[config.mk]
export PLATFORM = sky130hd
export DESIGN_NAME = pce_cmd_fifo
export DESIGN_NICKNAME = d
export VERILOG_FILES = /design/src/hw/rtl/pce_cmd_fifo.sv
export SDC_FILE = /design/constraint.sdc
export NUM_CORES = 1
export LEC_CHECK = 0
export ABC_AREA = 0
export BUFFER_PORTS_ARGS = -buffer_cell sky130_fd_sc_hd__buf_2
export CELL_PAD_IN_SITES_DETAIL_PLACEMENT = 0
export CELL_PAD_IN_SITES_GLOBAL_PLACEMENT = 2
export CORE_MARGIN = 3
export CORE_UTILIZATION = 37
export DETAILED_ROUTE_END_ITERATION = 10
export PLACE_DENSITY = 0.84
export SYNTH_ARGS = -nofsm -noshare
export SYNTH_HDL_FRONTEND = slang
export SYNTH_SLANG_ARGS = --single-unit
[constraint.sdc]
create_clock -name clk -period 3.2 [get_ports clk]
set_input_delay 0.48 -clock clk [delete_from_list [all_inputs] [get_ports clk]]
set_output_delay 0.48 -clock clk [all_outputs]
set_load 0.005 [all_outputs]
[src/hw/rtl/pce_cmd_fifo.sv]
`timescale 1ns / 1ps
// ----------------------------------------------------------------------------
// pce_cmd_fifo
// Two-entry queue of run commands from the load front to the compute back.
// ----------------------------------------------------------------------------
module pce_cmd_fifo #(
	parameter int W = 8
) (
	input  logic         clk,
	input  logic         arst_n,
	input  logic         push,
	input  logic [W-1:0] din,
	input  logic         pop,
	output logic [W-1:0] dout,
	output logic         empty
);

	logic [W-1:0] slot_q [2];
	logic         wptr_q;
	logic         rptr_q;
	logic [1:0]   fill_q;
	logic         do_push;
	logic         do_pop;

	assign do_push = push && (fill_q != 2'd2);
	assign do_pop  = pop && (fill_q != 2'd0);
	assign empty   = (fill_q == 2'd0);
	assign dout    = slot_q[rptr_q];

	// storage
	always_ff @(posedge clk) begin
		if (do_push) begin
			slot_q[wptr_q] <= din;
		end
	end

	// pointers and fill level
	always_ff @(posedge clk or negedge arst_n) begin
		if (!arst_n) begin
			wptr_q <= 1'b0;
			rptr_q <= 1'b0;
			fill_q <= 2'd0;
		end else begin
			if (do_push) begin
				wptr_q <= ~wptr_q;
			end
			if (do_pop) begin
				rptr_q <= ~rptr_q;
			end
			case ({do_push, do_pop})
				2'b10:   fill_q <= fill_q + 2'd1;
				2'b01:   fill_q <= fill_q - 2'd1;
				default: fill_q <= fill_q;
			endcase
		end
	end

endmodule

==> reports/metrics.yaml <==
outcome: "complete, no violations"
grt_overflow: 0
io_pins: 21
hold_path_end: "slot_q[0][5]"
vias_per_cell: 4.484
postPlaceCellArea_um2: 898.4
p_leak_nw: 0.3692
synth-simple-area-share_pct: 3.079
start_util_pct: 41.97
synth-xor-area-share_pct: 5.673
drc: 0
drv_slew: 0
start_kind: "flip-flop"
synth_area_um2: 772.0
peakVddDrop_v: 0.0004474
finalCriticalPeriod_ps: 1848
final_cells: 91
post-route-period-util_pct: 57.75
syn-num-nets: 56
yosysUniqueCellTypes: 11
path_delay_family: "flip-flops"
worst_pin_slew_ps: 650.5
clock-sinks: 20
grt_pass1_vias: 438
drt_iter0_drc: 0
cts_max_level: 1
cp.arrival_ps: 1370
diodes: 0
clk_path_buf_depth: 2
setup_viol: 0
synth-seq-area-share_pct: 75.20
hp-start: "din[5]"
grt_pass1_wl_mm: 1.821
crit_chain: "mux2_1, buf_2"
die_h_um: 51.68
vias: 408
fp-row-count: 15
required_ps: 2720
ff2ff_path_depth: 3
design_area_um2: 930.9
clk_pin_slew_ps: 100
p_int_mw: 0.5289
gp_congestion: 0.7275
cts_buffers: 3
fmax_ghz: 0.5411
die-area_mm2: 0.002670
syn_area_per_cell_um2: 17.95
wl_per_cell_um: 12.31
grt_max_degree: 11
dp_cells: 87
yosysTopAreaCellShare_pct: 62.24
synth_mux_area_share_pct: 11.67
synth_top_family_by_area: "multiplexers"
cts_tree: "built"
synth_compound_area_share_pct: 1.135
io_buffer_count: 20
synth_top_area_cell: "edfxtp_1"
worstReg2RegStart: "fill_q[1]"
drv_cap: 0
p_per_area_mw_per_mm2: 803.7
combPwrFrac_pct: 30.2
ant_nets: 0
root_buffer: "clkbuf_4"
rsz0062_at_grt: "false"
wl_mm: 1.120
synth_fa_ha_area_share_pct: 1.621
fin_nets: 81
power_frac_clock_pct: 14.3
crit_path_end_kind: "output port"
drt-pass1-iter-count: 1
p_sw_mw: 0.2193
synth_cells: 43
cts-resized-gates: 0
postCtsHoldBufs: 1
holdWs_ps: 381.1
pwr-share-seq_pct: 55.5
p_sw_share_pct: 29.31
critPathBufInv: 1
r2r_slack_ps: 1740
finClkSkew_ps: 4.887
setup_tns_ps: 0
crit_fanout: 9
relSlewSlack_pct: 56.47
hold_depth: 1
area_delta_synth_final_pct: 20.58
path_class: "flip-flop to output port"
worst_r2r_endpoint: "slot_q[0][0]"
cts_setup_buffers: 0
ys_ff_latch: 20
dieWidth_um: 51.68
cp_slowest_cell: "dfrtp_1"
synth_warnings: 0
hp-class: "input pin to flip-flop"
finalHoldViolations: 0
gr-usage-all-layers_pct: 9.538
drive_gt1_share_pct: 37.88
fill_cells: 177
yosys-top-cells-area: "edfxtp_1, dfrtp_1, mux2_1, xnor2_1, nor2_1"
max_stage_delay_ps: 590
antenna_found_initial: 0
coreArea_mm2: 0.001839
clkLatencyLatePin_ps: 280
## layout make-up
type	instances	area, um2	area share [%]
flip-flops and latches	20	580.6	62.37
repair buffers	21	110.1	11.83
multi-input cells	20	178.9	19.22
well taps	25	31.28	3.360
clock buffers	3	22.52	2.419
inverters	2	7.507	0.8065
## routing by layer
layer  vias up  track usage, %  share of wire, %
li1        201               -                 -
met3         0           2.579               5.4
met4         0           5.240                 0
met1       195           9.756                42
met2        12           17.37                52
met5         -               0                 0
## flip-flops by register name, indices dropped and copies added (netlist names)
register,count
wptr_q,1
slot_q,16
fill_q,2
rptr_q,1
## per-stage QoR
step	setup slack, ps	util, %	power [mW]
after floorplan	1887	-	0.5662
after global placement	1670	48.84	0.6467
after detailed placement	1652	48.84	0.6495
after CTS	1329	50.61	0.7583
after global routing	1268	50.61	0.7988
final	1352	50.61	0.7481
## cell usage in the layout (no fill, tap or decap), drive strengths merged
cell type,n
buf,20
edfxtp,16
mux2,8
nor2,4
xnor2,4
dfrtp,4
clkbuf,3
inv,2
nor2b,1
o21ai,1
xor2,1
ha,1
dlygate4sd3,1
## worst max path at each step
| stage | from | endpoint | slack, ps | cells after the start |
|---|---|---|---|---|
| final | rptr_q | dout[2] | 1350 | 2 |
| after global routing | rptr_q | dout[2] | 1270 | 2 |
| after CTS | rptr_q | dout[2] | 1330 | 2 |
| after detailed placement | push | slot_q[0][4] | 1650 | 3 |
| after global placement | rptr_q | dout[5] | 1670 | 2 |
| after floorplan | rptr_q | dout[0] | 1890 | 2 |
## synthesized netlist by cell type
cell       n
edfxtp_1  16
mux2_1     8
dfrtp_1    4
nor2_1     4
xnor2_1    4
inv_1      2
buf_2      1
ha_1       1
nor2b_2    1
o21ai_2    1
xor2_1     1
## logic make-up after synthesis
family / Yosys count
AOI/OAI and AO/OA: 1
DFF: 20
xor gates and xnor gates: 5
buffers and inverters: 3
muxes: 8
adders and majority gates: 1
and+or+nand+nor: 5
## power groups by stage
stage	sequential [mW]	combinational (mW)	clock, mW
5_1_grt	0.422	0.253	0.124
3_5_place_dp	0.422	0.228	0
3_3_place_gp	0.421	0.226	0
4_1_cts	0.416	0.232	0.111
6_report	0.415	0.226	0.107
2_1_floorplan	0.391	0.175	0
Power figures use the tool's default switching activity.
