==> config.mk <==
export PLATFORM = sky130hd
export DESIGN_NAME = pce_front
export DESIGN_NICKNAME = d
export VERILOG_FILES = /design/src/hw/rtl/pce_pkg.sv /design/src/hw/rtl/pce_front.sv
export SDC_FILE = /design/constraint.sdc
export NUM_CORES = 1
export LEC_CHECK = 0
export BUFFER_PORTS_ARGS = -buffer_cell sky130_fd_sc_hd__buf_2
export CELL_PAD_IN_SITES_DETAIL_PLACEMENT = 0
export CELL_PAD_IN_SITES_GLOBAL_PLACEMENT = 1
export CORE_AREA = 2 2 204 206
export DETAILED_ROUTE_END_ITERATION = 10
export DIE_AREA = 0 0 206 208
export PLACE_DENSITY = 0.48
export SLEW_MARGIN = 20
export SYNTH_ARGS = -nofsm -noshare
export SYNTH_HDL_FRONTEND = slang
export SYNTH_SLANG_ARGS = --single-unit
==> constraint.sdc <==
create_clock -name clk -period 1.7 [get_ports clk]
set_input_delay 0.34 -clock clk [delete_from_list [all_inputs] [get_ports clk]]
set_output_delay 0.34 -clock clk [all_outputs]
set_load 0.005 [all_outputs]
==> src/hw/rtl/pce_pkg.sv <==
`timescale 1ns / 1ps
// ----------------------------------------------------------------------------
// pce_pkg
// Shared types and fixed-width constants of the pairwise Coulomb engine.
// ----------------------------------------------------------------------------
package pce_pkg;

	// one request on the load channel
	typedef struct packed {
		logic signed [15:0] charge;
		logic signed [31:0] pos_x;
		logic signed [31:0] pos_y;
		logic signed [31:0] pos_z;
		logic signed [47:0] init_force_x;
		logic signed [47:0] init_force_y;
		logic signed [47:0] init_force_z;
		logic               last_ion;
	} ion_t;

	// one result request
	typedef struct packed {
		logic        [5:0]  ion_index;
		logic signed [47:0] force_x;
		logic signed [47:0] force_y;
		logic signed [47:0] force_z;
		logic signed [63:0] energy;
		logic               overflow;
		logic               last_result;
	} result_t;

	// ion memory word: charge and position
	typedef struct packed {
		logic signed [15:0] charge;
		logic signed [31:0] pos_x;
		logic signed [31:0] pos_y;
		logic signed [31:0] pos_z;
	} ion_rec_t;

	// force memory word
	typedef struct packed {
		logic signed [47:0] fx;
		logic signed [47:0] fy;
		logic signed [47:0] fz;
	} force_rec_t;

	localparam int ION_REC_W   = $bits(ion_rec_t);
	localparam int FORCE_REC_W = $bits(force_rec_t);

	// serial divider: numerator up to 2^110, divisor is the 33-bit distance
	localparam int DIV_NW  = 110;
	localparam int DIV_DW  = 33;
	localparam int DIV_CW  = 7;
	// square root: 66-bit radicand, 33-bit root
	localparam int RAD_W   = 66;
	localparam int ROOT_W  = 33;
	localparam int SQRT_CW = 6;

	localparam logic [30:0] MIN_DIST_RESET = 31'd1;
	localparam logic [62:0] EMAG_MAX = {63{1'b1}};
	localparam logic [46:0] FMAG_MAX = {47{1'b1}};

	// back end sequencer
	typedef enum logic [4:0] {
		ST_IDLE,
		ST_RD_I,
		ST_RD_J,
		ST_LOAD,
		ST_SQ,
		ST_SQRT,
		ST_CHECK,
		ST_EDIV,
		ST_EWAIT,
		ST_FMUL,
		ST_FDIV,
		ST_FWAIT,
		ST_FRD_I,
		ST_FRD_J,
		ST_FWR_J,
		ST_NEXT,
		ST_OUT_RD,
		ST_OUT_EMIT
	} back_state_t;

	// saturate a widened force sum to 48 bits
	function automatic logic signed [47:0] frc_sat(input logic signed [48:0] v);
		logic signed [47:0] r;
		if (v[48] != v[47]) begin
			r = v[48] ? {1'b1, 47'd0} : {1'b0, {47{1'b1}}};
		end else begin
			r = v[47:0];
		end
		return r;
	endfunction

	// saturate a widened energy sum to 64 bits
	function automatic logic signed [63:0] nrg_sat(input logic signed [64:0] v);
		logic signed [63:0] r;
		if (v[64] != v[63]) begin
			r = v[64] ? {1'b1, 63'd0} : {1'b0, {63{1'b1}}};
		end else begin
			r = v[63:0];
		end
		return r;
	endfunction

endpackage

==> src/hw/rtl/pce_front.sv <==
`timescale 1ns / 1ps
// ----------------------------------------------------------------------------
// pce_front
// Load front: stores incoming ions, counts them, flags drops and issues a
// run command when the final ion of a set arrives.
// ----------------------------------------------------------------------------
module pce_front #(
	parameter int MAX_IONS = 64
) (
	input  logic                            clk,
	input  logic                            arst_n,
	input  logic                            accept,
	input  pce_pkg::ion_t                   ion,
	output logic                            ion_we,
	output logic [$clog2(MAX_IONS)-1:0]     ion_waddr,
	output pce_pkg::ion_rec_t               ion_wdata,
	output pce_pkg::force_rec_t             frc_wdata,
	output logic                            push,
	output logic [$clog2(MAX_IONS+1):0]     push_data
);

	localparam int IW = $clog2(MAX_IONS);
	localparam int CW = $clog2(MAX_IONS + 1);

	logic [CW-1:0] count_q;
	logic          ovf_q;
	logic          full;
	logic [CW-1:0] count_nxt;
	logic          ovf_nxt;

	assign full      = (count_q == CW'(MAX_IONS));
	assign count_nxt = full ? count_q : CW'(count_q + 1'b1);
	assign ovf_nxt   = ovf_q | full;

	// memory write of an accepted ion
	assign ion_we    = accept && !full;
	assign ion_waddr = count_q[IW-1:0];
	assign ion_wdata = '{charge: ion.charge, pos_x: ion.pos_x,
		pos_y: ion.pos_y, pos_z: ion.pos_z};
	assign frc_wdata = '{fx: ion.init_force_x, fy: ion.init_force_y,
		fz: ion.init_force_z};

	// run command on the final ion
	assign push      = accept && ion.last_ion;
	assign push_data = {ovf_nxt, count_nxt};

	// set counter and drop flag
	always_ff @(posedge clk or negedge arst_n) begin
		if (!arst_n) begin
			count_q <= '0;
			ovf_q   <= 1'b0;
		end else if (accept) begin
			if (ion.last_ion) begin
				count_q <= '0;
				ovf_q   <= 1'b0;
			end else begin
				count_q <= count_nxt;
				ovf_q   <= ovf_nxt;
			end
		end
	end

endmodule

==> out/qor.yml <==
status: "finished, violations left"
violations: "negative setup slack"
setup_viol_count_final: 5
worst-setup-path-type: "flip-flop to output pin"
worst-slew-pin-transition_ns: 0.2914
synth_adder_area_share: 0.009901
netlist-cell-type-count: 31
required_ns: 1.36
hold_viol_final: 0
fin_crit_sh: 1.132
fp.dieW_um: 206
startpoint: "count_q[0]$_DFFE_PN0P_"
critPathMaxStageDelay_ns: 0.38
ios: 532
async_reset_ff_frac: 1.000
crit_cells: 6
drive_above_1_share: 0.5213
power.density_nw_per_um2: 487.2
die_height_um: 208
hpwl_um: 7829
r2r_start: "count_q[0]$_DFFE_PN0P_"
path_cells: "inv_2, ha_1, nand4bb_1, or3_4, and2_4, buf_2"
grt_pass1_wl_um: 10550
synth_top_area_frac: 0.7812
cp-end-kind: "output pin"
slew_headroom: 0.8057
wl_um: 8970
layout_min_cycle_time_ns: 1.925
dp_slack_ns: -0.1288
post_drt_wl_per_cell_um: 14.33
path_delay_family: "simple AND/OR/NAND/NOR gates"
nNetsFinal: 358
cts-htree-levels: 1
clk_latency_ns: 0.23
io_buffer_count: 19
yosysSeqAreaShare: 0.07921
final.setup.worst_slack_ns: -0.2245
cts_tree: "built"
peakVddDrop_mv: 0.2404
synth-main-ff-cell: "dfrtp_1"
syn-num-nets: 587
grt_max_degree: 12
synth_edf_count: 0
grt_usage: 0.03787
grt-ovfl-total: 0
num_vias: 1013
grt_antenna_before_repair: 0
synth.area.mux_share: 0
synth_top_family_by_area: "buffers and inverters"
ff2ff_path_depth: 6
ant_nets: 0
viasPerCell: 1.618
dieArea_um2: 42850
clk_path_buf_depth: 2
synth.avg_cell_area_um2: 7.777
final_max_slew_viol_count: 0
power.leakage_uw: 0.0004731
area.growth.synth_to_final_pct: -39.41
synthXorXnorAreaFrac: 0.02079
fin_worst_hold_slack_ns: 0.4592
ys_top_cells_by_area: "buf_4 (78%), dfrtp_1 (7.9%), xnor2_1 (1.0%)"
n_antenna_cell: 0
clock-root-buffer: "clkbuf_16"
cp.arrival_ns: 1.58
synth-compound-area-share: 0.03168
post-synth-top-count-cell: "buf_4"
start_util: 0.06232
fin_skew_ns: 0.0004662
grt_pass1_vias: 1076
syn-cell-area_um2: 2527
coreArea_um2: 40550
cts_made_buffers: 3
drt-pass1-iter-count: 5
setup.worst_path.end: "ion_we"
reg2reg_setup_slack_ns: 0.15
yosysTopAreaCell: "buf_4"
fin_tns_setup_ns: -0.8873
cp-start-kind: "flip-flop"
synth_seq_cells: 8
yosys.area_share.simple: 0.06089
rsz0062_at_grt: "true"
rows: 74
route.detailed.drc: 0
yosys-top-cells-count: "buf_4 (263), dfrtp_1 (8), nand2_1 (4), o21ai_0 (4)"
synth_warnings: 0
clock-sinks: 8
multiInputGateArea_um2: 367.9
cap_violations: 0
drt-initial-drc-count: 40
r2r-end: "count_q[2]$_DFFE_PN0P_"
min_path_type: "input pin to flip-flop"
synthCells: 325
clk_pin_slew_worst_paths_ns: 0.04
crit_slowest_cell: "or3_4"
utilization: 0.03776
p_total_uw: 746.1
gp_congestion: 0.6984
cp_max_fo: 6
path_buf_inv: 2
fill_cells: 4848
max_freq_mhz: 519.6
register_area_um2: 201.4
==> through the flow <==
stage | cells | instance area (µm²)
after floorplan | 325 | 2527
after global placement | 619 | 1366
after detailed placement | 619 | 1366
after CTS | 626 | 1508
after global routing | 626 | 1531
final | 626 | 1531
==> power by group <==
part	total, µW	internal (µW)	switching [µW]
sequential	211	201	9.50
clock	392	303	88.8
combinational	144	70.7	72.9
total	746	575	171
==> registers in the layout, summed over array words and instances (netlist names) <==
name,flops
count_q,7
ovf_q,1
==> worst register-to-register path, stage by stage (launching register included) <==
cell and delay, ns:
dfrtp_1 0.37, inv_2 0.06, ha_1 0.14, nand4bb_1 0.12, or3_4 0.38, buf_4 0.16
a22o_1 0.20
==> logic make-up (layout without fill, tap and decap cells) <==
logic type / after synthesis / count (layout)
XOR/XNOR: 6 / 6
AND/OR/NAND/NOR: 26 / 26
buffers and inverters: 271 / 40
adder cells (fa/ha/maj): 2 / 2
AO/OA/AOI/OAI: 12 / 12
flip-flops: 8 / 8
==> cells in the final DEF, fill, tap and decap left out, types with 2 or more instances in the layout <==
cell / instances
buf_2: 19
buf_4: 14
dfrtp_1: 7
nand2_1: 4
o21ai_0: 4
xor2_1: 3
xnor2_1: 3
a21o_1: 3
clkbuf_16: 3
nand3_4: 2
inv_2: 2
and2_4: 2
and3_1: 2
nand4_1: 2
nor4_1: 2
a31o_2: 2
nor3_1: 2
==> metal layers <==
metal  GRT usage  up-vias  share of wire
met3     0.05013      112           0.29
met2     0.05635      243           0.44
met4     0.04163        0           0.11
met1     0.01703      374           0.16
met5           0        -              0
li1            -      284              -
==> area by class of cell <==
cell class              count  area share
well taps                 532      0.4346
multi-input cells          46      0.2402
repair buffers             34      0.1373
flip-flops and latches      8      0.1315
clock buffers               3     0.04902
inverters                   3    0.007353
==> worst min path at each step <==
stage	from	endpoint	cells after the start
floorplan	arst_n	count_q[0]$_DFFE_PN0P_	0
global placement	arst_n	ovf_q$_DFFE_PN0P_	1
detailed placement	arst_n	ovf_q$_DFFE_PN0P_	1
CTS	accept	count_q[1]$_DFFE_PN0P_	2
global route	ovf_q$_DFFE_PN0P_	ovf_q$_DFFE_PN0P_	2
finish	accept	count_q[1]$_DFFE_PN0P_	2
==> what timing repair did <==
| action | in CTS | in global routing |
|---|---|---|
| setup buffers | 3 | 1 |
| hold buffers | 1 | 0 |
| pin swaps | 2 | 2 |
| endpoints found under the setup margin | 8 | 8 |
| endpoints found under the hold margin | 8 | 0 |
| gates resized for setup | 8 | 6 |
No activity file was read; power rests on OpenSTA's default activity.
