### src/hw/rtl/pce_ram.sv
`timescale 1ns / 1ps
// ----------------------------------------------------------------------------
// pce_ram
// Generic simple dual-port RAM, one write and one registered read port.
// ----------------------------------------------------------------------------
module pce_ram #(
	parameter int WIDTH = 8,
	parameter int DEPTH = 16
) (
	input  logic                     clk,
	input  logic                     we,
	input  logic [$clog2(DEPTH)-1:0] waddr,
	input  logic [WIDTH-1:0]         wdata,
	input  logic [$clog2(DEPTH)-1:0] raddr,
	output logic [WIDTH-1:0]         rdata
);

	logic [WIDTH-1:0] mem [DEPTH];

	// write and registered read
	always_ff @(posedge clk) begin
		if (we) begin
			mem[waddr] <= wdata;
		end
		rdata <= mem[raddr];
	end

endmodule

### config.mk
export PLATFORM = sky130hd
export DESIGN_NAME = pce_ram
export DESIGN_NICKNAME = d
export VERILOG_FILES = /design/src/hw/rtl/pce_ram.sv
export SDC_FILE = /design/constraint.sdc
export NUM_CORES = 1
export LEC_CHECK = 0
export CAP_MARGIN = 30
export CORE_UTILIZATION = 56
export CTS_CLUSTER_DIAMETER = 40
export DETAILED_ROUTE_END_ITERATION = 12
export DONT_BUFFER_PORTS = 1
export GPL_ROUTABILITY_DRIVEN = 0
export PLACE_DENSITY = 0.71
export RECOVER_POWER = 25
export SYNTH_ARGS = -nofsm -noshare
export SYNTH_HDL_FRONTEND = slang
export SYNTH_SLANG_ARGS = --single-unit
export TNS_END_PERCENT = 10
### constraint.sdc
create_clock -name clk -period 2.7 [get_ports clk]
set_input_delay 0.54 -clock clk [delete_from_list [all_inputs] [get_ports clk]]
set_output_delay 0.54 -clock clk [all_outputs]
set_load 0.02 [all_outputs]
==> results of run 1 <==
-- kinds of logic after synthesis --
| logic type | Yosys count |
|---|---|
| flip-flops | 136 |
| buffers and inverters | 10 |
| AND/OR/NAND/NOR | 35 |
| multiplexers | 32 |
| AO/OA/AOI/OAI | 16 |
-- power by group through the flow --
| stage | combinational (uW) | clock [uW] | sequential [uW] |
|---|---|---|---|
| floorplan | 120 | 0 | 2430 |
| global placement | 126 | 0 | 2430 |
| detailed placement | 127 | 0 | 2440 |
| CTS | 128 | 2080 | 2390 |
| global route | 135 | 2170 | 2400 |
| finish | 126 | 2050 | 2390 |
-- per-stage QoR --
step | hold slack [ps] | std cells | setup WS (ps) | util
after floorplan | 629 | 229 | 667 | -
after global placement | 640 | 338 | 710 | 0.599
after detailed placement | 640 | 338 | 677 | 0.599
after CTS | 95.1 | 370 | 1200 | 0.660
after global routing | 86.8 | 370 | 1180 | 0.660
final | 122 | 370 | 1210 | 0.660
-- cell usage after synthesis (2+ instances only) --
master and count:
nor3_1 4, buf_6 3, dfxtp_1 8, nand3b_1 2
nor2_1 13, mux4_1 14, nand2_1 9, nand2b_1 2
mux4_2 18, edfxtp_1 128, a22oi_1 16, buf_2 3
clkdlybuf4s25_2 3
-- per-layer routing --
layer  global-route usage  up-vias  wire length, um
met2                0.331       96             4570
li1                     -     1009                -
met5                    0        -                0
met3               0.0644        2              835
met1                0.289     1148             3690
met4               0.0839        0               36
-- sequential cells by signal, summed over array words and instances (netlist names) --
name / count
mem: 128
rdata: 8
-- cell type report --
cell class                      instances  area share
Clock buffer                           28      0.0836
Timing Repair Buffer                   11      0.0142
Multi-Input combinational cell         83       0.182
Sequential cell                       136       0.689
Tap cell                              108      0.0233
Clock inverter                          4     0.00775
-- worst max path at each step --
stage | cells after the start | from | to
6_report | 2 | waddr[2] | mem[3][4]$_DFFE_PP_
3_5_place_dp | 2 | waddr[2] | mem[1][1]$_DFFE_PP_
3_3_place_gp | 2 | waddr[2] | mem[1][7]$_DFFE_PP_
2_1_floorplan | 2 | waddr[2] | mem[0][0]$_DFFE_PP_
5_1_grt | 2 | waddr[2] | mem[1][7]$_DFFE_PP_
4_1_cts | 0 | rdata[5]$_DFF_P_ | rdata[5]
==> key figures, run 1 <==
Detailed routing
  • Routed Antenna Nets: 0
  • Detailed-route wire length: 9140 um
  • Wire per inst: 24.7 um
  • Residual DRC: 4
  • Drt via density: 6.09
  • Vias: 2255
  • DR iter-0 viols: 194
  • Drt first pass iters: 8

Floorplan
  • Initial Util: 0.585
  • Die Y: 97.9 um
  • Core ar.: 0.00881 mm2
  • FP Rows: 34
  • I/O pin total: 26
  • Die ar.: 0.00958 mm2
  • Chip width: 97.9 um

Clocking
  • CTS Buffer Depth: 2
  • Post-CTS sizing: 0
  • CTS tree: yes
  • Num Clock Sinks: 136
  • Inserted Clock Buffers: 17
  • Skew-Pair Late Insertion Delay: 510 ps
  • H-Tree Level Count: 4
  • Clk slew on worst S/H paths: 60 ps
  • Root Buffer: clkbuf_8
  • Post-CTS Hold Fix Bufs: 0
  • Setup bufs post-CTS: 0

GRT
  • Largest net degree at the start of global routing: 33
  • Initial antenna violation count: 0
  • Vias in the first global route: 2333
  • GRT overflow: 0
  • GRT Total Usage: 0.214
  • First-pass GRT wire length: 13800 um

Synthesis
  • Proportion of synthesized chip area in sequential cells: 0.778
  • Ys flop type: edfxtp_1
  • Compound-cell area share of the yosys netlist: 0.0233
  • Cells after synthesis: 229
  • Syn nets: 247
  • Post-synthesis xor/xnor area fraction: 0
  • Synth cell types: 19
  • Mux share of post-synthesis cell area: 0.150
  • Share of the synthesized area in the top cell type: 0.747
  • Top cells by area, synth: edfxtp_1 75%, mux4_2 7.9%, mux4_1 7.1%
  • YS warnings: 0
  • Area leader, netlist: edfxtp_1
  • Synth Register Bits: 136
  • Synth Area in Simple Gates: 0.0318
  • Cell area after synthesis: 0.00515 mm2
  • Largest family of logic cells by synthesized area: multiplexers
  • Async set or reset register ratio after synthesis: 0
  • Fraction of the mapped netlist area in adder cells: 0
  • Number of flops mapped to enable cells by yosys: 128
  • Syn_area_per_cell: 22.5 um2

Place
  • IO Port Bufs: 0
  • Area post-placement: 0.00528 mm2
  • Post-DP HPWL: 5600 um

Worst hold path
  • Hold Path Class: in2reg
  • Worst Hold Endpoint: mem[6][2]$_DFFE_PP_
  • HP Start: wdata[2]
  • Hold path cells: 0

Setup path
  • Reg-to-Reg End: rdata[1]$_DFF_P_
  • Slowest stage delay, CP: 590 ps
  • Slowest-stage cell, CP: nor2_1
  • CP top delay family: simple AND/OR/NAND/NOR gates
  • Worst reg-to-reg setup slack: 1300 ps
  • Worst setup EP type: register
  • Reg2reg path depth: 3
  • Crit path cell chain: or3b_2 -> nor2_1
  • Critical Path AT: 1630 ps
  • Critical Path Start Type: input pin
  • WP data required: 2840 ps
  • CP Max Fanout: 8
  • Worst path bufs/invs: 0
  • Setup CP Type: in2reg
  • FF-to-FF Start: mem[1][1]$_DFFE_PP_

Power and ir drop
  • Internal power: 3720 uW
  • NetSw: 844 uW
  • Part of the power in registers: 0.524
  • Clk pwr share: 0.448
  • Comb pwr share: 0.028
  • PD cells: 786 mW/mm2
  • Max rail drop VDD: 0.370 mV
  • Switching Fraction: 0.185
  • Pwr Total: 4570 uW
  • Leakage: 0.00191 uW

Final layout
  • Area delta synth->final: 12.9%
  • Area of the multi-input gates: 0.00106 mm2
  • Final Cell Area: 0.00581 mm2
  • Fraction of layout cells with a size suffix above 1: 0.206
  • Fin nets: 267
  • N_diodes: 0
  • Register area: 0.00400 mm2
  • Most frequent cells in the layout: 128 x edfxtp_1, 18 x mux4_2, 16 x a22oi_1, 16 x clkbuf_16, 14 x mux4_1
  • Final-layout fill cell count: 572
  • Commonest non-fill, non-tap cell in the layout: edfxtp_1

Run
  • Total of max-cap violations: 0

Timing
  • Clk_skew: 8.09 ps
  • Number of setup violations in the final report: 0
  • Setup TNS: 0 ps
  • Final hold vios: 0
  • RSZ-0062 raised after global routing: no
  • Achievable frequency: 0.671 GHz
  • Rel. slew slack: 0.442
  • Final period util: 0.552
  • Least-Margin Pin Slew: 835 ps
  • Fin. max-slew vios: 0
  • Final Critical Period: 1490 ps

Outcome
  • Outcome: complete, but fails checks
  • Failing checks: DRC
(Power assumes the default switching activity.)
==> inputs of run 2 (changes only) <==
==> constraint.sdc (replaced) <==
create_clock -name clk -period 1.4 [get_ports clk]
set_input_delay 0.28 -clock clk [delete_from_list [all_inputs] [get_ports clk]]
set_output_delay 0.28 -clock clk [all_outputs]
set_load 0.02 [all_outputs]
==> key figures, run 2 (synthesis results as in run 1) <==
Clocking
  • Clk slew on worst S/H paths: 60 ps
  • Root Buffer: clkbuf_8
  • Num Clock Sinks: 136
  • CTS tree: yes
  • Skew-Pair Late Insertion Delay: 510 ps
  • H-Tree Level Count: 4
  • Setup bufs post-CTS: 0
  • Inserted Clock Buffers: 17
  • CTS Buffer Depth: 2

Setup path
  • Setup CP Type: reg2reg
  • WP data required: 1800 ps
  • Worst reg-to-reg setup slack: 60 ps
  • CP Max Fanout: 1
  • Critical Path Start Type: register
  • Critical Path AT: 1730 ps
  • Worst setup EP type: register

Floorplan
  • Chip width: 97.9 um
  • FP Rows: 34
  • Die Y: 97.9 um
  • I/O pin total: 26
  • Core ar.: 0.00881 mm2
  • Die ar.: 0.00958 mm2
  • Initial Util: 0.585

GRT
  • GRT Total Usage: 0.216
  • First-pass GRT wire length: 14400 um
  • GRT overflow: 0
  • Vias in the first global route: 2439
  • Initial antenna violation count: 0
  • Largest net degree at the start of global routing: 33

Final layout
  • Final Cell Area: 0.00600 mm2
  • Biggest register: mem
  • Final-layout fill cell count: 577
  • Commonest non-fill, non-tap cell in the layout: edfxtp_1
  • Util after Layout: 0.681
  • Largest regs: mem (128), rdata (8)
  • Most frequent cells in the layout: 128 x edfxtp_1, 18 x mux4_2, 16 x clkbuf_16
  • Fraction of layout cells with a size suffix above 1: 0.232
  • Area delta synth->final: 16.5%
  • Fin nets: 285
  • N_diodes: 0
  • Max FFs per register: 128

Timing
  • Clk_skew: 10.8 ps
  • Achievable frequency: 0.747 GHz
  • Final hold vios: 0
  • Final Critical Period: 1340 ps
  • Number of setup violations in the final report: 0
  • Least-Margin Pin Slew: 878 ps
  • Final period util: 0.956
  • Setup TNS: 0 ps
  • Rel. slew slack: 0.412
  • Fin. max-slew vios: 0
  • Min Hold Slack: 64.5 ps

Place
  • Post-DP HPWL: 5770 um
  • IO Port Bufs: 0
  • Area post-placement: 0.00538 mm2

Detailed routing
  • Drt via density: 6.18
  • Drt first pass iters: 8
  • Routed Antenna Nets: 0
  • Wire per inst: 24.6 um
  • DR iter-0 viols: 223
  • Vias: 2397
  • Detailed-route wire length: 9550 um
  • Residual DRC: 3

Worst hold path
  • Hold Path Class: in2reg

Power and ir drop
  • PD cells: 1500 mW/mm2
  • Max rail drop VDD: 0.797 mV
  • Leakage: 0.00197 uW

Run
  • Total of max-cap violations: 0

Outcome
  • Failing checks: DRC
  • Outcome: complete, but fails checks
==> run 2: changes by cell type in the layout (fill, tap and decap cells not counted), sizes merged <==
cell,delta
dlygate4sd3,+8
clkinv,+1
clkinvlp,+3
clkbuf,+6
==> run 2: stage by stage <==
step / total power (uW) / cells / setup WS [ps]
floorplan: 4920 / 229 / -72.3
global placement: 4950 / 348 / 27.6
detailed placement: 4960 / 348 / 0.112
CTS: 9020 / 388 / 23.0
global route: 9210 / 388 / -33.1
finish: 8970 / 388 / 61.1
==> run 2: worst paths after layout <==
check / from / to / cells after the start
worst min-delay path: raddr[1] / rdata[2]$_DFF_P_ / 3
worst min register to register: mem[14][2]$_DFFE_PP_ / rdata[2]$_DFF_P_ / 3
worst max-delay path: mem[1][1]$_DFFE_PP_ / rdata[1]$_DFF_P_ / 3
worst max register to register: mem[1][1]$_DFFE_PP_ / rdata[1]$_DFF_P_ / 3
==> run 2: where the power goes <==
part,internal (uW),switching (uW)
registers,4560,65.6
logic,158,169
clock network,2480,1540
==> run 2: timing repair <==
action,CTS,global route
hold buffers,8,0
hold endpoints to repair,128,0
gates resized for setup,1,5
cloned,0,0
endpoints found under the setup margin,1,5
==> run 2: critical path, cell delays in order, from the launching register on <==
cell	delay (ps)
edfxtp_1	370
mux4_1	530
a22oi_2	250
nand2_1	80
==> run 2: layer usage <==
metal | track usage | routed length [um] | vias up
met5 | 0 | 0 | -
met4 | 0.0769 | 158 | 0
met3 | 0.0594 | 785 | 14
met2 | 0.323 | 4580 | 102
met1 | 0.312 | 4020 | 1231
li1 | - | - | 1050
==> run 2: final cells by class <==
| class | instances | area (um2) | area share |
|---|---|---|---|
| Sequential cell | 136 | 4000 | 0.668 |
| Multi-Input combinational cell | 83 | 1100 | 0.184 |
| Clock buffer | 24 | 470 | 0.0785 |
| Timing Repair Buffer | 29 | 213 | 0.0355 |
| Tap cell | 108 | 135 | 0.0225 |
| Clock inverter | 8 | 72.6 | 0.0121 |
==> inputs of run 3 (changes only) <==
--- a/config.mk
+++ b/config.mk
@@ -6,6 +6,7 @@
 export NUM_CORES = 1
 export LEC_CHECK = 0
 export CAP_MARGIN = 30
+export CORE_ASPECT_RATIO = 0.8
 export CORE_UTILIZATION = 56
 export CTS_CLUSTER_DIAMETER = 40
 export DETAILED_ROUTE_END_ITERATION = 12
==> key figures, run 3 (synthesis results as in run 1) <==
Detailed routing
  • Routed Antenna Nets: 0
  • Top Layer Used: met4
  • Residual DRC: 0
  • WL met1: 3960 um
  • Drt via density: 6.09
  • Wire per inst: 24.7 um
  • DR WL met3: 969 um
  • Vias: 2355
  • Drt first pass iters: 4
  • Met2 Wirelength: 4540 um
  • DR iter-0 viols: 139
  • Detailed-route wire length: 9550 um

Worst hold path
  • Hold Path Class: in2reg

Final layout
  • Max FFs per register: 128
  • Most frequent cells in the layout: 128 x edfxtp_1, 18 x mux4_2, 17 x clkbuf_16
  • Final-layout fill cell count: 563
  • Area delta synth->final: 15.8%
  • Fraction of layout cells with a size suffix above 1: 0.204
  • Biggest register: mem
  • Fin cells: 387
  • N_diodes: 0
  • Area of the multi-input gates: 0.00108 mm2
  • Largest regs: mem (128), rdata (8)
  • Fin nets: 280
  • Commonest non-fill, non-tap cell in the layout: edfxtp_1
  • Register area: 0.00400 mm2

Timing
  • Final Critical Period: 1350 ps
  • Fin. max-slew vios: 0
  • Final period util: 0.964
  • Setup TNS: 0 ps
  • Rel. slew slack: 0.444
  • Achievable frequency: 0.741 GHz
  • Least-Margin Pin Slew: 831 ps
  • Clk_skew: 9.09 ps
  • Number of setup violations in the final report: 0
  • Final hold vios: 0
  • RSZ-0062 raised after global routing: no

GRT
  • GRT Total Usage: 0.227
  • GRT overflow: 0
  • Vias in the first global route: 2435
  • Largest net degree at the start of global routing: 33
  • Initial antenna violation count: 0
  • First-pass GRT wire length: 14200 um

Setup path
  • Slowest-stage cell, CP: mux4_1
  • Setup CP Type: reg2reg
  • Slowest stage delay, CP: 530 ps
  • Crit path cell chain: mux4_1 -> a22oi_1 -> nand2_1
  • Worst setup EP type: register
  • Worst reg-to-reg setup slack: 50 ps
  • Critical Path AT: 1640 ps
  • CP Max Fanout: 1
  • WP data required: 1690 ps
  • Critical Path Start Type: register

Clocking
  • Num Clock Sinks: 136
  • CTS tree: yes
  • Clk slew on worst S/H paths: 60 ps
  • CTS Buffer Depth: 2
  • Inserted Clock Buffers: 17
  • Root Buffer: clkbuf_16
  • H-Tree Level Count: 4
  • Skew-Pair Late Insertion Delay: 410 ps

Power and ir drop
  • Max rail drop VDD: 1.03 mV
  • Leakage: 0.00194 uW
  • PD cells: 1520 mW/mm2
  • Pwr Total: 9090 uW

Floorplan
  • I/O pin total: 26
  • Die ar.: 0.00958 mm2
  • Die Y: 87.8 um
  • Core ar.: 0.00871 mm2
  • Initial Util: 0.591
  • FP Rows: 30
  • Chip width: 109 um

Run
  • Total of max-cap violations: 0

Place
  • Placed cells: 347
  • Post-DP HPWL: 5650 um
  • IO Port Bufs: 0

Outcome
  • Outcome: finished, final reports clean
-- run 3: cell types whose count changed in the layout (fill, tap and decap cells not counted), moves of 2 or more --
cell | previous run | this run
a22oi_2 | 6 | 1
clkbuf_8 | 4 | 0
clkinvlp_4 | 3 | 5
clkbuf_1 | 14 | 9
buf_4 | 10 | 6
clkinv_1 | 0 | 4
a22oi_1 | 10 | 15
-- run 3: critical path: cells and delay by family, from the launching register on --
kind,cells,cell delay [ps]
AOI/OAI and AO/OA,1,240
DFF,1,370
muxes,1,530
and+or+nand+nor,1,90
-- run 3: cell type report --
cell class | instances | share of cell area
clock buffer | 17 | 0.0714
clock inverter | 15 | 0.0229
multi-input combinational | 83 | 0.181
sequential | 136 | 0.672
tap | 112 | 0.0235
timing repair buffer | 24 | 0.0300
-- run 3: final timing paths --
| kind | to | start | cells after the start |
|---|---|---|---|
| worst max-delay path | rdata[3]$_DFF_P_ | mem[1][3]$_DFFE_PP_ | 3 |
| worst min-delay path | mem[0][3]$_DFFE_PP_ | waddr[1] | 2 |
| worst min register to register | rdata[1]$_DFF_P_ | mem[14][1]$_DFFE_PP_ | 3 |
| worst max register to register | rdata[3]$_DFF_P_ | mem[1][3]$_DFFE_PP_ | 3 |
-- run 3: where the power goes --
part / leakage, uW / internal [uW] / total (uW) / switching (uW)
logic: 0.000460 / 152 / 308 / 157
clock network: 0.000261 / 2580 / 4150 / 1570
registers: 0.00122 / 4560 / 4630 / 70.5
total: 0.00194 / 7290 / 9090 / 1800
-- run 3: repair_timing --
action,CTS,global route
endpoints found under the hold margin,128,0
setup buffers,0,0
gates resized for setup,0,1
endpoints found under the setup margin,0,1
hold buffers,8,0
-- run 3: per-stage QoR --
stage / area, um2 / setup slack [ps] / util / hold slack [ps]
floorplan: 5160 / -72.3 / - / 379
global placement: 5350 / 2.04 / 0.614 / 380
detailed placement: 5350 / -27.0 / 0.614 / 380
CTS: 5990 / 37.6 / 0.688 / 151
global route: 5960 / 19.1 / 0.684 / 171
finish: 5960 / 51.0 / 0.684 / 183
-- run 3: layer usage --
metal | global-route usage | vias to the layer above
li1 | - | 1045
met1 | 0.311 | 1210
met2 | 0.333 | 90
met3 | 0.0900 | 10
met4 | 0.0836 | 0
met5 | 0 | -
